**src/sv/fio_pkg.sv**
```systemverilog
// Shared types and constants for the four-channel FIR filter bank.
// Used by the controller, the datapath, the top level and the checker.
package fio_pkg;

  localparam int TAPS            = 64;
  localparam int CHANNELS        = 4;
  localparam int DATA_W          = 16;
  localparam int CH_W            = 2;
  localparam int TAPF_W          = 6;
  localparam int TAP_FIELD_LIMIT = 1 << TAPF_W;
  localparam int SUM_TAPS        = (TAPS < TAP_FIELD_LIMIT) ? TAPS : TAP_FIELD_LIMIT;
  localparam int TAP_AW          = $clog2(TAPS);
  localparam int PROD_W          = 2 * DATA_W;
  localparam int ACC_W           = PROD_W + $clog2(SUM_TAPS) + 1;
  localparam int FRAC_W          = 15;
  localparam int IN_W            = 24;
  localparam int OUT_W           = CHANNELS * DATA_W;

  localparam logic OP_SAMPLE = 1'b0;
  localparam logic OP_COEF   = 1'b1;

  localparam logic signed [ACC_W-1:0] RND_HALF = ACC_W'(1 << (FRAC_W - 1));
  localparam logic signed [ACC_W-1:0] SAT_MAX  = ACC_W'(32767);
  localparam logic signed [ACC_W-1:0] SAT_MIN  = -(ACC_W'(32768));

  typedef enum logic [1:0] {
    ST_IDLE,
    ST_RUN,
    ST_DRAIN
  } fio_state_e;

  typedef struct packed {
    logic take;
    logic issue;
    logic load;
  } fio_cmd_t;

  typedef struct packed {
    logic in_sample;
    logic last_issue;
    logic pipe_empty;
    logic out_free;
  } fio_sts_t;

endpackage

```
**src/sv/fio_ctrl.sv**
```systemverilog
// Controller state machine for the FIR filter bank: accept, tap sweep, drain.
// Depends on fio_pkg.
module fio_ctrl
  import fio_pkg::*;
(
  input  logic     clk_i,
  input  logic     rst_ni,
  input  logic     s_valid_i,
  input  fio_sts_t sts_i,
  output logic     s_ready_o,
  output fio_cmd_t cmd_o
);

  fio_state_e state_q, state_d;

  always_ff @(posedge clk_i or negedge rst_ni) begin
    if (!rst_ni) begin
      state_q <= ST_IDLE;
    end else begin
      state_q <= state_d;
    end
  end

  always_comb begin
    state_d = state_q;
    unique case (state_q)
      ST_IDLE: begin
        if (s_valid_i && sts_i.in_sample) begin
          state_d = ST_RUN;
        end
      end
      ST_RUN: begin
        if (sts_i.last_issue) begin
          state_d = ST_DRAIN;
        end
      end
      ST_DRAIN: begin
        if (sts_i.pipe_empty && sts_i.out_free) begin
          state_d = ST_IDLE;
        end
      end
      default: state_d = ST_IDLE;
    endcase
  end

  always_comb begin
    s_ready_o   = 1'b0;
    cmd_o.take  = 1'b0;
    cmd_o.issue = 1'b0;
    cmd_o.load  = 1'b0;
    unique case (state_q)
      ST_IDLE: begin
        s_ready_o  = 1'b1;
        cmd_o.take = s_valid_i;
      end
      ST_RUN: begin
        cmd_o.issue = 1'b1;
      end
      ST_DRAIN: begin
        cmd_o.load = sts_i.pipe_empty && sts_i.out_free;
      end
      default: begin
        s_ready_o = 1'b0;
      end
    endcase
  end

endmodule

```
**config.mk**
```make
export PLATFORM = sky130hd
export DESIGN_NAME = fio_ctrl
export DESIGN_NICKNAME = d
export VERILOG_FILES = /design/src/sv/fio_pkg.sv /design/src/sv/fio_ctrl.sv
export SDC_FILE = /design/constraint.sdc
export NUM_CORES = 1
export LEC_CHECK = 0
export BUFFER_PORTS_ARGS = -buffer_cell sky130_fd_sc_hd__clkbuf_2
export CAP_MARGIN = 20
export CORE_AREA = 3 3 40 42
export DETAILED_ROUTE_END_ITERATION = 10
export DIE_AREA = 0 0 43 45
export PLACE_DENSITY_LB_ADDON = 0.08
export SLEW_MARGIN = 5
export SYNTH_ARGS = -nofsm -noshare
export SYNTH_HDL_FRONTEND = slang
export SYNTH_SLANG_ARGS = --single-unit
```
**constraint.sdc**
```tcl
create_clock -name clk_i -period 0.9 [get_ports clk_i]
set_input_delay 0.18 -clock clk_i [delete_from_list [all_inputs] [get_ports clk_i]]
set_output_delay 0.18 -clock clk_i [all_outputs]
set_load 0.02 [all_outputs]
```
After elaboration in Yosys (flattened, before gate mapping). Cells that the tools add are included.

$add $sub $neg: 0. Multipliers: 0. Divide/modulo/power cells: 0. $lt $le $gt $ge: 0. Equal/unequal tests: 5. Shifts and indexed selects: 0. Muxes and demuxes: 8. Bitwise gates (word level): 0. Reductions and logical operators: 4.

Operators with widths (count): 2-bit two-way mux (3); 2-bit != test (second input constant) (3); 2-bit one-hot mux with 3 select lines (1); 1-bit two-way mux (4); 3-bit AND reduction (1); 2-bit by 1-bit equality test with 1-bit output (second input constant) (1); 2-bit equality test (second input constant) (1); 1-bit logical AND (2); 2-bit logical NOT (1).

Flip-flop bits (word level): 2. Latch bits: 0. RAM bits: 0. ROM bits: 0. Input bits: 7. Output and inout port bits: 4. Logic and storage cells: 18. Memories: 0.

Depth between registers and ports, before layout. Gate-level depths: netlist of the first run.

Depth after elaboration: 3. Depth in mapped cells: 2.

Worst setup path before layout of the first run. No wires, ideal clock.

Kind: register to output. Start: register state_q[0]. End: output port cmd_o[2] in the netlist's numbering. Arrival: 1021 ps. Setup slack: -301 ps. Cell stages (with the launch flop): 3. Path buffers: 0. Cell sequence: dfrtp_1 nor2_1 and2_1.

RTL lines: start, declared (line fio_ctrl.sv:14) `fio_state_e state_q, state_d;`; start signal, assigned (line fio_ctrl.sv:20) `state_q <= state_d;`; end, declared (line fio_ctrl.sv:11) `output fio_cmd_t cmd_o`.

==> impl_metrics.csv, run 1 <==
group,metric,value,unit
sta,period_share,138,%
grt,grt_pass1_vias,149,
placed_design,hpwl,270,um
clock_tree,cts-buffers-inserted,3,
sta,rsz0062_at_grt,"yes",
logic_synthesis,synth_seq_cells,2,
drt,drtIter0Drc,0,
logic_synthesis,synth_top_area_share,46.5,%
clock_tree,cts_tree,"yes",
critical_path,crit_top_cell,"nor2b_4",
grt,track_usage,3.99,%
floorplanning,die-area,1940,sq um
drt,firstDrtPassIters,1,
final_layout,areaGrowthSynthToFinish,159,%
drt,dr_total_vias,133,
critical_path,crit_type,"reg2out",
sta,tightest_slew,0.167,ns
critical_path,worstSetupEndpointType,"output port",
power,fin_total_pwr,921,uW
final_layout,drive_above_1_share,76.9,%
grt,gr-total-overflow,0,
sta,period_minus_slack,1.24,ns
critical_path,slowest_delay,0.41,ns
placed_design,dp.cells,36,
sta,layout_setup_ws,-0.345,ns
clock_tree,cts.sinks,2,
floorplanning,die_width,43,um
critical_path,start_kind,"register",
logic_synthesis,synth_area_leaders,"dfrtp_1, nor2b_1, a32o_1",
drt,ant_nets,0,
sta,clock_skew,0.00623,ns
floorplanning,dieHeight,45,um
drt,vias_per_cell,3.24,
final_layout,fillCellCount,149,
clock_tree,clockBufferDepth,2,
critical_path,critPathMaxFanout,3,
clock_tree,htreeDepth,1,
logic_synthesis,synth_common_cells,"dfrtp_1, nor2b_1",
critical_path,critical_path_required,0.72,ns
critical_path,ff2ff_path_depth,2,
logic_synthesis,yosys_warnings,0,
worst_hold_path,worstHoldPathCells,2,
sta,hold_viol_final,0,
sta,setup_viol,6,
final_layout,multi_input_area,78.8,sq um
floorplanning,start_util,8.37,%
drt,routed_wl,323,um
final_layout,fin_cells,41,
power,power_leakage,0.000133,uW
logic_synthesis,yosysSeqAreaShare,46.5,%
outcome,outcome,"finished, violations left",
grt,grt_max_degree,4,
clock_tree,root_buffer,"clkbuf_4",
final_layout,num_antenna_cells,0,
clock_tree,clkTransAtPathRegs,0.03,ns
floorplanning,io_pins,11,
placed_design,gp_congestion,0.604,
outcome,violations,"negative setup slack",
final_layout,regMostFlops,"state_q",
final_layout,regArea,51.3,sq um
grt,grt_pass1_wl,496,um
critical_path,r2r_slack,-0.06,ns
placed_design,numPortBuffers,10,
sta,slew_headroom,88.9,%
logic_synthesis,netlist_instances,11,
power,power.density,3300,nW/um^2
drt,drcViolationCount,0,
drt,wl_per_cell,7.88,um
floorplanning,row_count,13,
logic_synthesis,syn_area,108,sq um
logic_synthesis,synth-edff-count,0,
logic_synthesis,syn_avg_cell_area,9.78,sq um
logic_synthesis,post_synth_num_cell_types,9,
critical_path,cp_cell_sequence,"nor2b_4, nor2b_4, buf_8",
critical_path,arrival,1.06,ns
power,ir_worst_vdd,0.614,mV
final_layout,top_regs,"state_q x2",
logic_synthesis,ys.flop_type,"dfrtp_1",
job,drv_cap,0,
floorplanning,core,1280,sq um
final_layout,largest_reg_flops,2,
logic_synthesis,synth_fp_nets,18,
worst_hold_path,hp-class,"in2reg",
sta,finalMaxSlewViolations,0,
logic_synthesis,async_flop_share,100,%
sta,max_freq,0.803,GHz
logic_synthesis,yosys.area.top_type,"dfrtp_1",
critical_path,critPathSlowestCell,"dfrtp_1",
grt,antenna_found_initial,0,
final_layout,fin_nets,35,
clock_tree,clock_latency,0.22,ns
## layer usage
metal  wire [um]  GRT usage [%]
met1         139           3.61
met2         164           5.39
met3          19           1.20
met4           0           7.23
met5           0              0
## cell families after synthesis
logic type | count (synthesis) | share of synthesized area, %
DFF | 2 | 46.5
and+or+nand+nor | 6 | 32.6
AOI/OAI and AO/OA | 2 | 17.4
buffers and inverters | 1 | 3.49
## critical path: cells and delay by family, from the launching register on
family,cells,cell delay (ns)
simple gates,2,0.33
flops,1,0.41
buf+inv,1,0.11
## repair_timing
item	in CTS	in global routing
buffers inserted	0	1
gates resized for setup	9	4
hold endpoints to repair	2	0
hold buffers	1	0
endpoints found under the setup margin	6	6
pin swaps	2	2
## layout by cell type, fill, tap and decap left out
cell	netlist	final
buf_8	0	3
clkbuf_4	0	4
nor2b_2	1	1
clkbuf_2	0	6
nor2b_4	0	2
nor2_4	0	1
and2_4	0	1
a32o_1	1	1
dfrtp_1	2	1
dfrtp_2	0	1
buf_6	0	1
nand2_1	1	1
inv_1	1	1
dlygate4sd3_1	0	1
a22o_1	1	1
## power by group
group / leakage [uW] / switching (uW) / internal, uW
sequential: 0.0000247 / 55.4 / 130
clock: 0.0000138 / 48.6 / 147
combinational: 0.0000948 / 207 / 333
total: 0.000133 / 311 / 610
## final timing paths
check	startpoint	to
max	state_q[1]	cmd_o[0]
min	sts_i[2]	state_q[1]
max reg2reg	state_q[0]	state_q[1]
min reg2reg	state_q[0]	state_q[1]
min in group asynchronous	rst_ni	state_q[0]
max in group asynchronous	rst_ni	state_q[0]
## cell type report
type | count | share of cell area, %
Sequential cell | 2 | 18.4
Timing Repair Buffer | 12 | 37.2
Inverter | 1 | 1.35
Tap cell | 15 | 6.73
Multi-Input combinational cell | 8 | 28.3
Clock buffer | 3 | 8.07
## through the flow
step | util [%] | area (sq um) | setup slack (ns) | hold WS (ns) | setup TNS [ns]
global placement | 15.3 | 196 | -0.160 | -0.0345 | -0.506
floorplan | - | 128 | -0.0746 | -0.116 | -0.196
global route | 21.7 | 279 | -0.391 | 0.227 | -1.58
finish | 21.7 | 279 | -0.345 | 0.212 | -1.31
CTS | 20.5 | 264 | -0.373 | 0.210 | -1.39
detailed placement | 15.3 | 196 | -0.169 | -0.0311 | -0.426
No activity file was read; power rests on OpenSTA's default activity.
==> inputs of run 2 (changes only) <==
--- a/config.mk
+++ b/config.mk
@@ -7,6 +7,8 @@
 export LEC_CHECK = 0
 export BUFFER_PORTS_ARGS = -buffer_cell sky130_fd_sc_hd__clkbuf_2
 export CAP_MARGIN = 20
+export CELL_PAD_IN_SITES_DETAIL_PLACEMENT = 1
+export CELL_PAD_IN_SITES_GLOBAL_PLACEMENT = 1
 export CORE_AREA = 3 3 40 42
 export DETAILED_ROUTE_END_ITERATION = 10
 export DIE_AREA = 0 0 43 45
==> run 2 against run 1 <==
Net effect: the run still ends with negative setup slack left; critical path depth unchanged; sequential cell count unchanged; first-iteration DRC count up 1; register-to-register slack about the same; global-route usage up 0.25 points.
==> impl_metrics.csv, run 2 (same netlist as run 1, synthesis figures left out) <==
group,metric,value,unit
critical_path,cp_cell_sequence,"nor2_4, and2_4, buf_8",
power,power_leakage,0.000132,uW
final_layout,top_regs,"state_q x2",
final_layout,fillCellCount,151,
sta,period_share,136,%
grt,top_usage_layer,"met2",
power,p_int,605,uW
power,power.share.sequential,20.7,%
clock_tree,clock_latency,0.22,ns
clock_tree,clkTransAtPathRegs,0.03,ns
power,ir_worst_vdd,0.457,mV
sta,max_freq,0.814,GHz
critical_path,slowest_delay,0.43,ns
final_layout,areaGrowthSynthToFinish,158,%
drt,routed_wl,377,um
final_layout,drive_above_1_share,80.8,%
final_layout,postLayoutCoreUtil,21.6,%
final_layout,final_cell_mix,"clkbuf_2, clkbuf_4, buf_8",
grt,grt_pass1_vias,161,
final_layout,final_common_cell,"clkbuf_2",
grt,met1_usage,3.61,%
grt,antenna_found_initial,0,
grt,track_usage,4.25,%
critical_path,crit_family,"flip-flops",
drt,drcViolationCount,0,
sta,period_minus_slack,1.23,ns
clock_tree,htreeDepth,1,
placed_design,gp_congestion,0.540,
critical_path,critical_path_required,0.72,ns
sta,finalMaxSlewViolations,0,
critical_path,critical_path_buf_inv_count,1,
floorplanning,die-area,1940,sq um
placed_design,dp_slack,-0.168,ns
floorplanning,io_pins,11,
floorplanning,core,1280,sq um
drt,wl_per_cell,9.20,um
final_layout,regMostFlops,"state_q",
drt,vias_per_cell,3.29,
grt,grt_use_met2,8.98,%
sta,rsz0062_at_grt,"yes",
clock_tree,clockBufferDepth,2,
power,power_switching,321,uW
critical_path,critPathMaxFanout,3,
sta,hold_viol_final,0,
floorplanning,row_count,13,
sta,setup_viol,6,
critical_path,critPathSlowestCell,"dfrtp_2",
final_layout,largest_reg_flops,2,
floorplanning,start_util,8.37,%
power,pwr-share-clk,20.6,%
critical_path,arrival,1.05,ns
critical_path,start_kind,"register",
final_layout,multi_input_area,78.8,sq um
clock_tree,cts-buffers-inserted,3,
grt,grt_max_degree,4,
power,swShare,34.7,%
grt,grtUsageMet3,0,%
clock_tree,root_buffer,"clkbuf_4",
critical_path,worstSetupEndpointType,"output port",
critical_path,r2r_slack,-0.06,ns
final_layout,regArea,52.6,sq um
grt,gr-total-overflow,0,
final_layout,fin_nets,35,
drt,dr_total_vias,135,
sta,clock_skew,0.00104,ns
sta,setup-tns-final,-1.34,ns
grt,grt_pass1_wl,607,um
outcome,violations,"negative setup slack",
floorplanning,die_width,43,um
sta,layout_setup_ws,-0.328,ns
critical_path,crit_type,"reg2out",
job,drv_cap,0,
drt,firstDrtPassIters,2,
placed_design,numPortBuffers,10,
floorplanning,dieHeight,45,um
drt,drtIter0Drc,1,
sta,tightest_slew,0.147,ns
drt,ant_nets,0,
power,power.density,3330,nW/um^2
sta,slew_headroom,90.2,%
worst_hold_path,hp-class,"in2reg",
power,pwr-share-comb,58.7,%
clock_tree,cts_tree,"yes",
outcome,outcome,"finished, violations left",
clock_tree,cts.sinks,2,
final_layout,num_antenna_cells,0,
## run 2: cell counts in the layout (fill, tap and decap cells not counted)
No cell type changed its count.
## run 2: cell type report
cell class	count	share of cell area, %
repair buffers	12	36.5
flip-flops and latches	2	18.9
clock buffers	3	8.11
inverters	1	1.35
well taps	15	6.76
multi-input cells	8	28.4
## run 2: metal layers
metal	routed length, um	vias to the layer above	part of all wire (%)
met5	0	-	0
met4	0	0	0
met3	10	0	2.7
met2	249	3	66
met1	116	64	31
li1	-	68	-
## run 2: final timing paths
path                             from          to  cells after the start
setup / recovery           state_q[0]    cmd_o[2]                      3
hold / removal               sts_i[2]  state_q[1]                      2
setup reg to reg           state_q[0]  state_q[1]                      2
hold reg to reg            state_q[0]  state_q[1]                      2
max in group asynchronous      rst_ni  state_q[0]                      2
min in group asynchronous      rst_ni  state_q[1]                      2
## run 2: power by group through the flow
stage	logic [uW]	registers [uW]	clock network (uW)
global placement	355	179	0
detailed placement	354	180	0
floorplan	251	171	0
global route	577	200	207
CTS	453	189	201
finish	543	192	191
## run 2: through the flow
step	power (uW)	hold slack, ns	area (sq um)	instances
after global routing	984	0.227	278	41
after global placement	534	-0.0338	196	36
after CTS	843	0.218	262	40
after detailed placement	533	-0.0344	196	36
final	926	0.218	278	41
after floorplan	422	-0.116	128	11
## run 2: what timing repair did
item	in CTS	in global routing
hold endpoints to repair	2	0
pin swaps	0	2
hold buffers	1	0
endpoints found under the setup margin	6	6
cloned	0	0
resized for setup	8	5
buffers inserted	0	1
## run 2: worst reg2reg max path, stage by stage (launching register included)
cell and delay, ns:
dfrtp_2 0.43, nor2b_2 0.18, a22o_1 0.23
==> inputs of run 3 (changes only) <==
--- a/config.mk
+++ b/config.mk
@@ -5,13 +5,13 @@
 export SDC_FILE = /design/constraint.sdc
 export NUM_CORES = 1
 export LEC_CHECK = 0
-export BUFFER_PORTS_ARGS = -buffer_cell sky130_fd_sc_hd__clkbuf_2
 export CAP_MARGIN = 20
 export CELL_PAD_IN_SITES_DETAIL_PLACEMENT = 1
 export CELL_PAD_IN_SITES_GLOBAL_PLACEMENT = 1
 export CORE_AREA = 3 3 40 42
 export DETAILED_ROUTE_END_ITERATION = 10
 export DIE_AREA = 0 0 43 45
+export DONT_BUFFER_PORTS = 1
 export PLACE_DENSITY_LB_ADDON = 0.08
 export SLEW_MARGIN = 5
 export SYNTH_ARGS = -nofsm -noshare
==> run 3 against run 2 <==
Net effect: the flow still finishes with violations (negative setup slack); die area is the same; non-clock buffer count decreased by 9; clock power up 2%; global-route usage is 0.42 points higher; routed wire length shrank 15%; largest power group unchanged; register-to-register slack improved by 0.04 ns; clock skew barely moved.
==> impl_metrics.csv, run 3 (same netlist as run 1, synthesis figures left out) <==
group,metric,value,unit
outcome,outcome,"finished, violations left",
outcome,violations,"negative setup slack",
grt,grt_pass1_wl,565,um
sta,rsz0062_at_grt,"yes",
placed_design,gp_congestion,0.552,
sta,period_share,130,%
placed_design,dp.cells,28,
worst_hold_path,hold_end,"state_q[1]",
floorplanning,row_count,13,
grt,gr-total-overflow,0,
sta,period_minus_slack,1.17,ns
floorplanning,die-area,1940,sq um
floorplanning,io_pins,11,
clock_tree,cts.sinks,2,
sta,finalMaxSlewViolations,0,
critical_path,cp_cell_sequence,"nor2b_4, nor2b_4",
clock_tree,cts-buffers-inserted,3,
sta,slew_headroom,89.6,%
clock_tree,clock_latency,0.22,ns
critical_path,critPathMaxFanout,3,
drt,dr_total_vias,98,
sta,tightest_slew,0.155,ns
grt,grt_max_degree,4,
final_layout,drive_above_1_share,76.5,%
sta,layout_setup_ws,-0.274,ns
critical_path,critPathSlowestCell,"dfrtp_2",
power,ir_worst_vdd,0.567,mV
floorplanning,start_util,8.37,%
drt,wl_per_cell,10.1,um
sta,setup_viol,6,
worst_hold_path,hp-class,"in2reg",
floorplanning,die_width,43,um
sta,holdWs,0.118,ns
sta,hold_viol_final,0,
critical_path,crit_type,"reg2out",
sta,max_freq,0.852,GHz
power,power_leakage,0.0000936,uW
sta,clock_skew,0.00123,ns
clock_tree,clkTransAtPathRegs,0.03,ns
final_layout,regArea,52.6,sq um
power,power.density,3740,nW/um^2
critical_path,start_kind,"register",
final_layout,top_regs,"state_q x2",
placed_design,numPortBuffers,0,
final_layout,regMostFlops,"state_q",
grt,antenna_found_initial,0,
final_layout,multi_input_area,85.1,sq um
critical_path,worstSetupEndpointType,"output port",
placed_design,dp_slack,-0.0781,ns
drt,vias_per_cell,3.06,
final_layout,areaGrowthSynthToFinish,100,%
floorplanning,dieHeight,45,um
final_layout,num_antenna_cells,0,
critical_path,crit_top_cell,"nor2b_4",
final_layout,fin_nets,26,
job,drv_cap,0,
final_layout,largest_reg_flops,2,
final_layout,final_cell_mix,"nor2b_4, clkbuf_4, buf_6, dfrtp_2",
grt,grt_pass1_vias,130,
critical_path,r2r_slack,-0.02,ns
clock_tree,cts_tree,"yes",
clock_tree,clockBufferDepth,2,
worst_hold_path,worstHoldPathCells,1,
critical_path,slowest_delay,0.40,ns
critical_path,r2r_start,"state_q[0]",
drt,routed_wl,322,um
final_layout,fillCellCount,152,
critical_path,critical_path_required,0.72,ns
drt,firstDrtPassIters,1,
floorplanning,core,1280,sq um
clock_tree,root_buffer,"clkbuf_4",
critical_path,arrival,0.99,ns
critical_path,timing.rr.end,"state_q[0]",
drt,ant_nets,0,
clock_tree,htreeDepth,1,
grt,track_usage,4.66,%
final_layout,postLayoutCoreUtil,16.7,%
worst_hold_path,min_from,"sts_i[2]",
critical_path,ff2ff_path_depth,2,
final_layout,fin_cells,32,
drt,drtIter0Drc,0,
drt,drcViolationCount,0,
==> run 3: per-layer routing <==
metal | share of wire, % | wire (um) | global-route usage (%) | up-vias
li1 | - | - | - | 49
met1 | 32 | 103 | 3.61 | 46
met2 | 65 | 208 | 6.89 | 3
met3 | 3.1 | 10 | 2.39 | 0
met4 | 0 | 0 | 7.23 | 0
met5 | 0 | 0 | 0 | -
==> run 3: metrics by stage <==
step                instance area (sq um)  total power [uW]  setup TNS, ns
finish                                215               805          -1.02
floorplan                             128               422         -0.196
CTS                                   214               824          -1.11
global placement                      161               530         -0.266
global route                          215               854          -1.25
detailed placement                    161               528         -0.253
==> run 3: worst max path at each step <==
stage	start	slack (ns)	cells past startpoint	to
finish	state_q[1]	-0.27	2	cmd_o[0]
global route	state_q[1]	-0.31	2	cmd_o[0]
CTS	state_q[1]	-0.29	2	cmd_o[0]
detailed placement	state_q[1]	-0.08	2	cmd_o[0]
global placement	state_q[1]	-0.09	2	cmd_o[0]
floorplan	state_q[1]	-0.07	2	cmd_o[2]
==> run 3: cell type report <==
type,instances,area share (%)
clock buffers,3,10.5
inverters,1,1.74
well taps,15,8.72
repair buffers,3,15.1
multi-input cells,8,39.5
flip-flops and latches,2,24.4
==> run 3: timing repair <==
item / 4_1_cts / 5_1_grt
pin swaps: 2 / 1
hold buffers: 1 / 0
endpoints found under the hold margin: 2 / 0
gates cloned: 0 / 0
setup endpoints to repair: 6 / 6
resized for setup: 6 / 1
setup buffers: 0 / 0
==> run 3: critical path, delay by kind of cell (launching register included) <==
kind             cells  cell delay (ns)
AND/OR/NAND/NOR      2             0.37
flip-flops           1             0.40
==> run 3: power by group <==
group | switching [uW] | leakage [uW] | total [uW] | internal (uW)
sequential | 66.1 | 0.0000233 | 200 | 134
clock | 48.0 | 0.0000138 | 195 | 147
combinational | 182 | 0.0000565 | 410 | 228
total | 296 | 0.0000936 | 805 | 509
